**src/rtl/core/sdk_sqrt_pipe.sv**
```systemverilog
// ============================================================================
// sdk_sqrt_pipe
// Pipelined integer square root, one result bit a stage, floor and remainder.
// ============================================================================
module sdk_sqrt_pipe
(
    input  logic        clk,
    input  logic        en,
    input  logic [55:0] s_in,
    output logic [27:0] root,
    output logic [28:0] rem
);

    localparam int B = 28;

    logic [57:0] s_reg [B+1];
    logic [57:0] r_reg [B+1];

    always_ff @(posedge clk)
    begin
        if (en)
        begin
            s_reg[0] <= {2'b00, s_in};
            r_reg[0] <= '0;
        end
    end

    for (genvar k = 0; k < B; k++)
    begin : g_bit
        localparam logic [57:0] BIT = 58'd1 << (2 * (B - 1 - k));
        always_ff @(posedge clk)
        begin
            if (en)
            begin
                if (s_reg[k] >= r_reg[k] + BIT)
                begin
                    s_reg[k+1] <= s_reg[k] - (r_reg[k] + BIT);
                    r_reg[k+1] <= (r_reg[k] >> 1) + BIT;
                end
                else
                begin
                    s_reg[k+1] <= s_reg[k];
                    r_reg[k+1] <= r_reg[k] >> 1;
                end
            end
        end
    end

    assign root = r_reg[B][27:0];
    assign rem = s_reg[B][28:0];

endmodule

```
**config.mk**
```make
export PLATFORM = sky130hd
export DESIGN_NAME = sdk_sqrt_pipe
export DESIGN_NICKNAME = d
export VERILOG_FILES = /design/src/rtl/core/sdk_sqrt_pipe.sv
export SDC_FILE = /design/constraint.sdc
export NUM_CORES = 2
export LEC_CHECK = 0
export BUFFER_PORTS_ARGS = -buffer_cell sky130_fd_sc_hd__buf_2
export CAP_MARGIN = 30
export CORE_ASPECT_RATIO = 0.8
export CORE_MARGIN = 5
export CORE_UTILIZATION = 55
export CTS_CLUSTER_SIZE = 30
export DETAILED_ROUTE_END_ITERATION = 10
export GPL_ROUTABILITY_DRIVEN = 0
export PLACE_DENSITY = 0.71
export SLEW_MARGIN = 20
export SYNTH_ARGS = -nofsm -noshare
export SYNTH_HDL_FRONTEND = slang
export SYNTH_SLANG_ARGS = --single-unit
```
**constraint.sdc**
```tcl
create_clock -name clk -period 8.6 [get_ports clk]
set_clock_uncertainty 0.1 [all_clocks]
set_input_delay 0.86 -clock clk [delete_from_list [all_inputs] [get_ports clk]]
set_output_delay 0.86 -clock clk [all_outputs]
set_load 0.02 [all_outputs]
```
==> impl_metrics.json <==
{
  "status": "finished, final reports clean",
  "synth-edff-count": 2056,
  "ctsLongestPathBuffers": 3,
  "setup_ws_ns": 3.71,
  "route.detailed.drc": 0,
  "nets": 8541,
  "fmax_ghz": 0.204,
  "syn_area_um2": 98800,
  "dpl_worst_slack_ns": 3.83,
  "post_drt_wl_per_cell_um": 22.7,
  "worstHoldEndpoint": "s_reg[0][549]$_DFFE_PP_",
  "end_kind": "flip-flop",
  "cts_hold_repair.buffers": 56,
  "r2r_setup_slack_ns": 3.71,
  "cts_max_level": 4,
  "holdWs_ns": 0.292,
  "power_frac_comb_pct": 19.5,
  "path_class": "flip-flop to flip-flop",
  "finalSetupViolCount": 0,
  "fin_crit_ns": 4.89,
  "drive_above_1_share_pct": 7.76,
  "cts_setup_buffers": 0,
  "avgSynthCellArea_um2": 12.6,
  "synth-main-ff-cell": "edfxtp_1",
  "p_seq_share_pct": 49.4,
  "synth_nets": 8320,
  "final_cell_mix": "edfxtp_1, nand2_1, inv_1",
  "rr_startpoint": "s_reg[1][428]$_DFFE_PP_",
  "root_buffer": "clkbuf_16",
  "maxCapViolations": 0,
  "period_share_pct": 56.9,
  "hold_start": "s_reg[0][491]$_DFFE_PP_",
  "dp_cells": 10200,
  "p_clk_share_pct": 31.1,
  "rsz0062_at_grt": "false",
  "place_hpwl_um": 178000,
  "area_growth_pct": 10.4,
  "wirelength_um": 241000,
  "power_switching_share_pct": 29.7,
  "power_density_nw_per_um2": 252,
  "path_clk_slew_ns": 0.07,
  "synth_warnings": 0,
  "synth_cells": 7828,
  "worst_slew_pin_slew_ns": 1.20,
  "numCtsBuffers": 196,
  "reg2reg_depth": 10,
  "fin_cells": 10600,
  "die_w_um": 484,
  "grt_antenna_before_repair": 14,
  "core_um2": 179000,
  "grt_overflow": 0,
  "worstSkewPairLatency_ns": 0.90,
  "grt_pass1_wl_um": 367000,
  "power_leakage_nw": 40.3,
  "postRouteAntennaNets": 0,
  "slew_viol_final": 0,
  "numPortBuffers": 114,
  "hp-class": "flip-flop to flip-flop",
  "finalHoldViolCount": 0,
  "grt_max_degree": 195,
  "track_usage_pct": 25.1,
  "p_int_mw": 19.3,
  "synth_cell_type_count": 109,
  "synth-seq-area-share_pct": 62.5,
  "fp.dieArea_um2": 188000,
  "p_sw_mw": 8.18,
  "placementRows": 139,
  "boundaryPins": 115,
  "synthArstFlopShare_pct": 0,
  "peakVddDrop_v": 0.000192,
  "largest_reg_flops": 1650,
  "required_ns": 9.05,
  "die_h_um": 389,
  "num_vias": 64800,
  "tns_ns": 0,
  "holdPathStages": 0,
  "cts.sinks": 2056,
  "cp.arrival_ns": 5.34,
  "grt_pass1_vias": 60500,
  "start_util_pct": 55.2,
  "cts-resized-gates": 0,
  "critical_path.max_fanout": 6,
  "cp-start-kind": "flip-flop",
  "reg2reg_to": "s_reg[1][518]$_DFFE_PP_",
  "slew_headroom_pct": 19.5,
  "ys_seq_elements": 2056,
  "drt_iter0_markers": 7902,
  "mostFrequentLayoutCell": "edfxtp_1",
  "cts_tree": "done",
  "drt-pass1-iter-count": 6,
  "viasPerCell": 6.10
}
## metal layers
| metal | share of wire (%) | up-vias | track usage, % | wire [µm] |
|---|---|---|---|---|
| li1 | - | 29700 | - | - |
| met1 | 45 | 31700 | 39.0 | 109000 |
| met2 | 41 | 3157 | 35.1 | 98500 |
| met3 | 12 | 284 | 7.91 | 29800 |
| met4 | 1.5 | 0 | 4.27 | 3580 |
| met5 | 0 | - | 0 | 0 |
## cell families (layout without fill, tap and decap cells)
logic type / count (synthesis) / count (layout) / synth area share, %
AND/OR/NAND/NOR: 2404 / 2404 / 12.8
flip-flops: 2056 / 2056 / 62.5
AO/OA/AOI/OAI: 1404 / 1404 / 8.93
buffers and inverters: 733 / 1118 / 3.01
XOR/XNOR: 727 / 727 / 6.45
adder cells (fa/ha/maj): 434 / 434 / 5.50
multiplexers: 70 / 70 / 0.787
other: 0 / 10 / 0
## critical path: stages, from the launching register on
cell,delay (ns)
edfxtp_1,0.41
ha_1,0.40
nand3_1,0.22
nor4_1,0.77
o21ai_0,0.40
a41oi_1,0.71
o41ai_4,0.23
a2111oi_4,0.50
nand2_1,0.24
or4_1,0.46
xnor2_1,0.14
## synthesized netlist by cell type, drive strengths merged (38+ instances only)
master | instances | area share (%)
or4 | 53 | 0.41
xor2 | 354 | 3.1
inv | 527 | 2.0
mux2 | 58 | 0.67
clkbuf | 122 | 0.47
nor4b | 43 | 0.44
nor4 | 270 | 1.8
xnor2 | 373 | 3.3
buf | 84 | 0.54
a211oi | 38 | 0.29
o21a | 92 | 0.70
ha | 434 | 5.5
nand3 | 125 | 0.64
a21o | 156 | 1.2
nand2b | 98 | 0.62
nor2 | 425 | 1.6
nand2 | 639 | 2.4
a31oi | 39 | 0.25
a21oi | 366 | 1.9
nor3 | 241 | 1.3
edfxtp | 2056 | 63
or3 | 102 | 0.66
or2 | 40 | 0.25
nand4 | 112 | 0.71
o21ai | 442 | 2.2
nor2b | 63 | 0.40
## stage by stage
| stage | cell area [µm²] | util, % | total power, mW |
|---|---|---|---|
| after floorplan | 98800 | - | 17.2 |
| after global placement | 102000 | 56.9 | 18.7 |
| after detailed placement | 102000 | 56.9 | 18.8 |
| after CTS | 109000 | 60.8 | 27.4 |
| after global routing | 109000 | 60.9 | 28.7 |
| final | 109000 | 60.9 | 27.5 |
## layout make-up
type | instances | area [µm²]
clock inverters | 120 | 1330
clock buffers | 242 | 5080
repair buffers | 229 | 1780
inverters | 527 | 1980
well taps | 2397 | 3000
multi-input cells | 5039 | 34100
flip-flops and latches | 2056 | 61700
diodes | 10 | 25.0
fillers | 13400 | 69900
## power by group through the flow
stage	clock network, mW	registers (mW)	logic, mW
6_report	8.55	13.6	5.36
5_1_grt	9.12	13.7	5.86
4_1_cts	8.68	13.5	5.21
3_5_place_dp	0	13.7	5.12
3_3_place_gp	0	13.7	4.99
2_1_floorplan	0	13.3	3.92
## how the worst max path moves through the flow
stage               cells past startpoint                       to                     from
CTS                                    10  s_reg[1][518]$_DFFE_PP_  s_reg[1][426]$_DFFE_PP_
floorplan                               5  r_reg[6][176]$_DFFE_PP_                       en
detailed placement                     13  s_reg[1][627]$_DFFE_PP_   r_reg[6][64]$_DFFE_PP_
global placement                       10  s_reg[1][632]$_DFFE_PP_  s_reg[1][529]$_DFFE_PP_
global route                           13  s_reg[1][635]$_DFFE_PP_   r_reg[6][64]$_DFFE_PP_
finish                                 10  s_reg[1][518]$_DFFE_PP_  s_reg[1][428]$_DFFE_PP_
Power figures use the tool's default switching activity.
