--- src/rtl/core/sdk_pkg.sv ---
// ============================================================================
// sdk_pkg
// Shared types, constants and the arctangent table of the wheel kinematics.
// ============================================================================
package sdk_pkg;

    localparam int CordicIterationsDef = 16;
    localparam int CordicIterationsMax = 24;
    localparam int HalfPiQ = 6434;
    localparam int SpeedMax = 16383;
    localparam int SpeedMin = -16384;
    localparam int ZW = 33;

    typedef enum logic [1:0] {
        MODE_STOP = 2'd0,
        MODE_STRAFE = 2'd1,
        MODE_CIRCULAR = 2'd2
    } mode_t;

    typedef enum logic [1:0] {
        REG_LENGTH = 2'd0,
        REG_WIDTH = 2'd1,
        REG_THRESHOLD = 2'd2
    } reg_index_t;

    function automatic logic [31:0] atan_entry(input logic [4:0] i);
        logic [31:0] r;
        begin
            case (i)
                5'd0: r = 32'h3243F6A8;
                5'd1: r = 32'h1DAC6705;
                5'd2: r = 32'h0FADBAFC;
                5'd3: r = 32'h07F56EA6;
                5'd4: r = 32'h03FEAB76;
                5'd5: r = 32'h01FFD55B;
                5'd6: r = 32'h00FFFAAA;
                5'd7: r = 32'h007FFF55;
                5'd8: r = 32'h003FFFEA;
                5'd9: r = 32'h001FFFFD;
                5'd10: r = 32'h000FFFFF;
                5'd11: r = 32'h0007FFFF;
                5'd12: r = 32'h0003FFFF;
                5'd13: r = 32'h0001FFFF;
                5'd14: r = 32'h0000FFFF;
                5'd15: r = 32'h00007FFF;
                5'd16: r = 32'h00003FFF;
                5'd17: r = 32'h00001FFF;
                5'd18: r = 32'h00000FFF;
                5'd19: r = 32'h000007FF;
                5'd20: r = 32'h000003FF;
                5'd21: r = 32'h000001FF;
                5'd22: r = 32'h000000FF;
                5'd23: r = 32'h0000007F;
                default: r = 32'h0;
            endcase
            return r;
        end
    endfunction

endpackage

--- src/rtl/core/sdk_atan_pipe.sv ---
// ============================================================================
// sdk_atan_pipe
// Pipelined arctangent of a nonnegative ratio y/x, one CORDIC step a stage.
// ============================================================================
module sdk_atan_pipe
    import sdk_pkg::*;
#(
    parameter int CORDIC_ITERATIONS = CordicIterationsDef
)
(
    input  logic        clk,
    input  logic        en,
    input  logic [31:0] x_in,
    input  logic [31:0] y_in,
    output logic [12:0] angle
);

    localparam int N = CORDIC_ITERATIONS;

    logic signed [33:0] x_reg [N+1];
    logic signed [33:0] y_reg [N+1];
    logic signed [ZW-1:0] z_reg [N+1];
    logic [1:0] spec_reg [N+1];

    logic [31:0] x_norm_next;
    logic [31:0] y_norm_next;
    logic [4:0] shift_c;
    logic [31:0] ormask;

    always_comb
    begin
        ormask = x_in | y_in;
        shift_c = 5'd0;
        for (int b = 0; b < 31; b++)
        begin
            if (ormask[b])
            begin
                shift_c = 5'(30 - b);
            end
        end
        if (ormask[31] || ormask[30])
        begin
            shift_c = 5'd0;
        end
        x_norm_next = x_in << shift_c;
        y_norm_next = y_in << shift_c;
    end

    always_ff @(posedge clk)
    begin
        if (en)
        begin
            x_reg[0] <= {2'b00, x_norm_next};
            y_reg[0] <= {2'b00, y_norm_next};
            z_reg[0] <= '0;
            spec_reg[0] <= (y_in == 32'd0) ? 2'd1 : ((x_in == 32'd0) ? 2'd2 : 2'd0);
        end
    end

    for (genvar i = 0; i < N; i++)
    begin : g_step
        always_ff @(posedge clk)
        begin
            if (en)
            begin
                spec_reg[i+1] <= spec_reg[i];
                if (!y_reg[i][33])
                begin
                    x_reg[i+1] <= x_reg[i] + (y_reg[i] >>> i);
                    y_reg[i+1] <= y_reg[i] - (x_reg[i] >>> i);
                    z_reg[i+1] <= z_reg[i] + $signed({1'b0, atan_entry(5'(i))});
                end
                else
                begin
                    x_reg[i+1] <= x_reg[i] - (y_reg[i] >>> i);
                    y_reg[i+1] <= y_reg[i] + (x_reg[i] >>> i);
                    z_reg[i+1] <= z_reg[i] - $signed({1'b0, atan_entry(5'(i))});
                end
            end
        end
    end

    logic signed [ZW-1:0] zr;
    always_comb
    begin
        zr = (z_reg[N] + ZW'(1 << 17)) >>> 18;
        if (spec_reg[N] == 2'd1 || z_reg[N] <= 0)
        begin
            angle = 13'd0;
        end
        else if (spec_reg[N] == 2'd2 || zr > ZW'(HalfPiQ))
        begin
            angle = 13'(HalfPiQ);
        end
        else
        begin
            angle = zr[12:0];
        end
    end

endmodule

--- config.mk ---
export PLATFORM = sky130hd
export DESIGN_NAME = sdk_atan_pipe
export DESIGN_NICKNAME = d
export VERILOG_FILES = /design/src/rtl/core/sdk_pkg.sv /design/src/rtl/core/sdk_atan_pipe.sv
export SDC_FILE = /design/constraint.sdc
export NUM_CORES = 2
export LEC_CHECK = 0
export ABC_AREA = 1
export BUFFER_PORTS_ARGS = -buffer_cell sky130_fd_sc_hd__buf_4
export CAP_MARGIN = 30
export CORE_MARGIN = 3
export CORE_UTILIZATION = 50
export CTS_CLUSTER_DIAMETER = 40
export DETAILED_ROUTE_END_ITERATION = 6
export GPL_TIMING_DRIVEN = 0
export PLACE_DENSITY = 0.63
export SLEW_MARGIN = 30
export SYNTH_ARGS = -nofsm -noshare
export SYNTH_HDL_FRONTEND = slang
export SYNTH_SLANG_ARGS = --single-unit
--- constraint.sdc ---
create_clock -name clk -period 10 [get_ports clk]
set_clock_uncertainty 0.15 [all_clocks]
set_input_delay 1.5 -clock clk [delete_from_list [all_inputs] [get_ports clk]]
set_output_delay 1.5 -clock clk [all_outputs]
set_load 0.02 [all_outputs]
==> out/qor.yml <==
via_count: 98700
yosys_warnings: 0
antenna_found_initial: 4
synth_edf_count: 1485
yosysTopAreaCell: "edfxtp_1"
tightestPinTransition_ps: 995
fmax_ghz: 0.120
cp.arrival_ps: 8860
period_needed_ps: 8350
wl_met1_um: 150000
via_per_inst: 5.61
worstPathRequired_ps: 10510
syn_avg_cell_area_sq_um: 8.79
cts_max_path_buffers: 4
wl_per_cell_um: 18.8
rsz0062_at_grt: "false"
post-cts-setup-buffer-count: 0
port_buffers: 78
grt-ovfl-total: 0
pin_count: 79
areaGrowthSynthToFinish_pct: 12.1
cts_made_buffers: 277
slew_headroom: 0.331
grt_pass1_wl_um: 516000
async_flop_share: 0
dp_hpwl_um: 267000
critPathLaunchType: "input port"
drc: 0
cts_resized: 0
cp_max_fo: 74
hold_violations: 0
die_w_um: 499
n_fill_cell: 21600
postSynthCellCount: 13800
initial_core_util: 0.504
firstDrtPassIters: 6
core-area_sq_um: 241000
place_congestion: 0.958
largest_register_ffs: 509
drv_slew: 0
antenna_left: 0
setup_violations: 0
tritoncts: "yes"
grt_max_degree: 93
tns_ps: 0
cts_max_level: 5
syn_area_sq_um: 121000
status: "finished clean"
met3RoutedLength_um: 18000
fp.dieH_um: 499
synth.area.top_cells: "edfxtp_1 37%, ha_1 14%, xor2_1 9.3%"
finalCritPeriodShare: 0.835
grt_use_total: 0.258
die-area_sq_um: 249000
clock_latency_ps: 900
met2RoutedLength_um: 153000
synth_seq_cells: 1485
cap_viol_max_count: 0
cts_root_buf: "clkbuf_16"
multi_input_area_sq_um: 70400
crit_path_end_kind: "flop"
hold_class: "flop to flop"
clkTransAtPathRegs_ps: 50
cts_num_sinks: 1485
seqCellArea_sq_um: 44600
synthDistinctLibCells: 62
final_net_count: 15700
critPathKind: "input port to flop"
drtIter0Drc: 7645
ctsHoldBuffers: 0
synth_seq_area_share: 0.367
routed_wl_um: 330000
rows: 180
final_core_util: 0.565
ys.flop_type: "edfxtp_1"
synth_top_area_frac: 0.367
highest_layer: "met5"
drive_above_1_share: 0.0501
grt_pass1_vias: 94800
==> path summary, 6_finish.rpt <==
kind / startpoint / endpoint / slack (ps) / cells after the start
max: en / x_reg[4][30] / 1650 / 28
min: spec_reg[5][0] / spec_reg[6][0] / 220 / 0
max reg2reg: y_reg[6][33] / y_reg[7][33] / 3810 / 22
min reg2reg: spec_reg[5][0] / spec_reg[6][0] / 220 / 0
==> area by class of cell <==
| cell class | count | share of cell area |
|---|---|---|
| diodes | 3 | 0.0000552 |
| repair buffers | 123 | 0.0124 |
| clock buffers | 302 | 0.0523 |
| well taps | 3185 | 0.0293 |
| inverters | 1486 | 0.0410 |
| multi-input cells | 10600 | 0.518 |
| flip-flops and latches | 1485 | 0.328 |
| clock inverters | 170 | 0.0133 |
| plain buffers | 191 | 0.00633 |
==> per-layer routing <==
layer / global-route usage / vias to the layer above
met2: 0.426 / 2476
met4: 0.0718 / 4
met1: 0.355 / 46600
met3: 0.0355 / 466
li1: - / 49200
met5: 0 / -
==> through the flow <==
step,cells,cell area (sq um),hold WS [ps],worst slack (ps)
final,17600,136000,222,1650
after global routing,17600,136000,235,1040
after floorplan,13800,121000,250,3470
after global placement,17100,126000,250,-2500
after detailed placement,17100,127000,255,699
after CTS,17600,136000,222,1710
==> cells in the mapped netlist (8+ instances only) <==
master    number
a21boi_2      10
o31ai_1       88
nor3_2        16
clkinv_1      12
o21ai_1       76
xor2_1      1287
clkbuf_1     159
a211oi_1      35
o221ai_1      56
ha_1        1402
buf_1         17
nor2_1       830
nor3_1       207
o211ai_1      94
nand2_1     2159
o21ai_2       12
a21boi_1      24
a41oi_1       21
nand3_1      794
or4_1          9
nor4_1       119
inv_1       1467
o21a_1        29
or3_1         29
o21ai_0      490
a21o_1        36
fa_1          35
buf_2          8
edfxtp_1    1485
a21oi_1     1623
o21bai_1      59
xnor2_1      707
or2_2         31
a21boi_0      28
nand4_1      161
a31oi_1       93
==> worst max-delay path: stages <==
cell      delay [ps]
buf_8            430
clkbuf_1         760
clkbuf_2         490
clkbuf_2         550
nand2_1          270
inv_1            130
clkbuf_1         420
buf_2            640
o21ai_0          340
fa_1             470
a21o_1           200
a21oi_1          200
o21ai_0          210
a21oi_1          280
inv_1             70
a21oi_1          230
o21ai_0          170
nand3_1          100
nand2_1           80
nand3_1           70
nand2_1           80
nand3_1           70
nand2_1           80
nand3_1           80
nand2_1          100
a21boi_0         330
o221ai_1         180
xor2_1           170
==> logic make-up (layout without fill, tap and decap cells) <==
kind of cell / count (synthesis) / count (layout) / synth area share
AO/OA/AOI/OAI: 2825 / 2825 / 0.131
XOR/XNOR: 1994 / 1994 / 0.144
adder cells (fa/ha/maj): 1437 / 1437 / 0.150
buffers and inverters: 1677 / 2272 / 0.0523
flip-flops: 1485 / 1485 / 0.367
multiplexers: 1 / 1 / 0.0000825
other: 2 / 6 / 0.0000619
AND/OR/NAND/NOR: 4380 / 4380 / 0.155
==> placed cells by master (no fill, tap or decap), types with 79 or more instances in the layout <==
cell       instances
nor4_1           119
o211ai_1          94
nand4_1          161
nand2_1         2159
o21ai_0          490
clkbuf_16        281
clkbuf_1         142
nor3_1           204
xnor2_1          707
ha_1            1402
buf_4             79
edfxtp_1        1485
a21oi_1         1623
o31ai_1           88
nor2_1           829
a31oi_1           93
xor2_1          1287
inv_1           1467
nand3_1          794
Power is left out: the tool's default activity adds up to more than one toggle a clock period on the data nets, which glitch-free logic cannot reach.
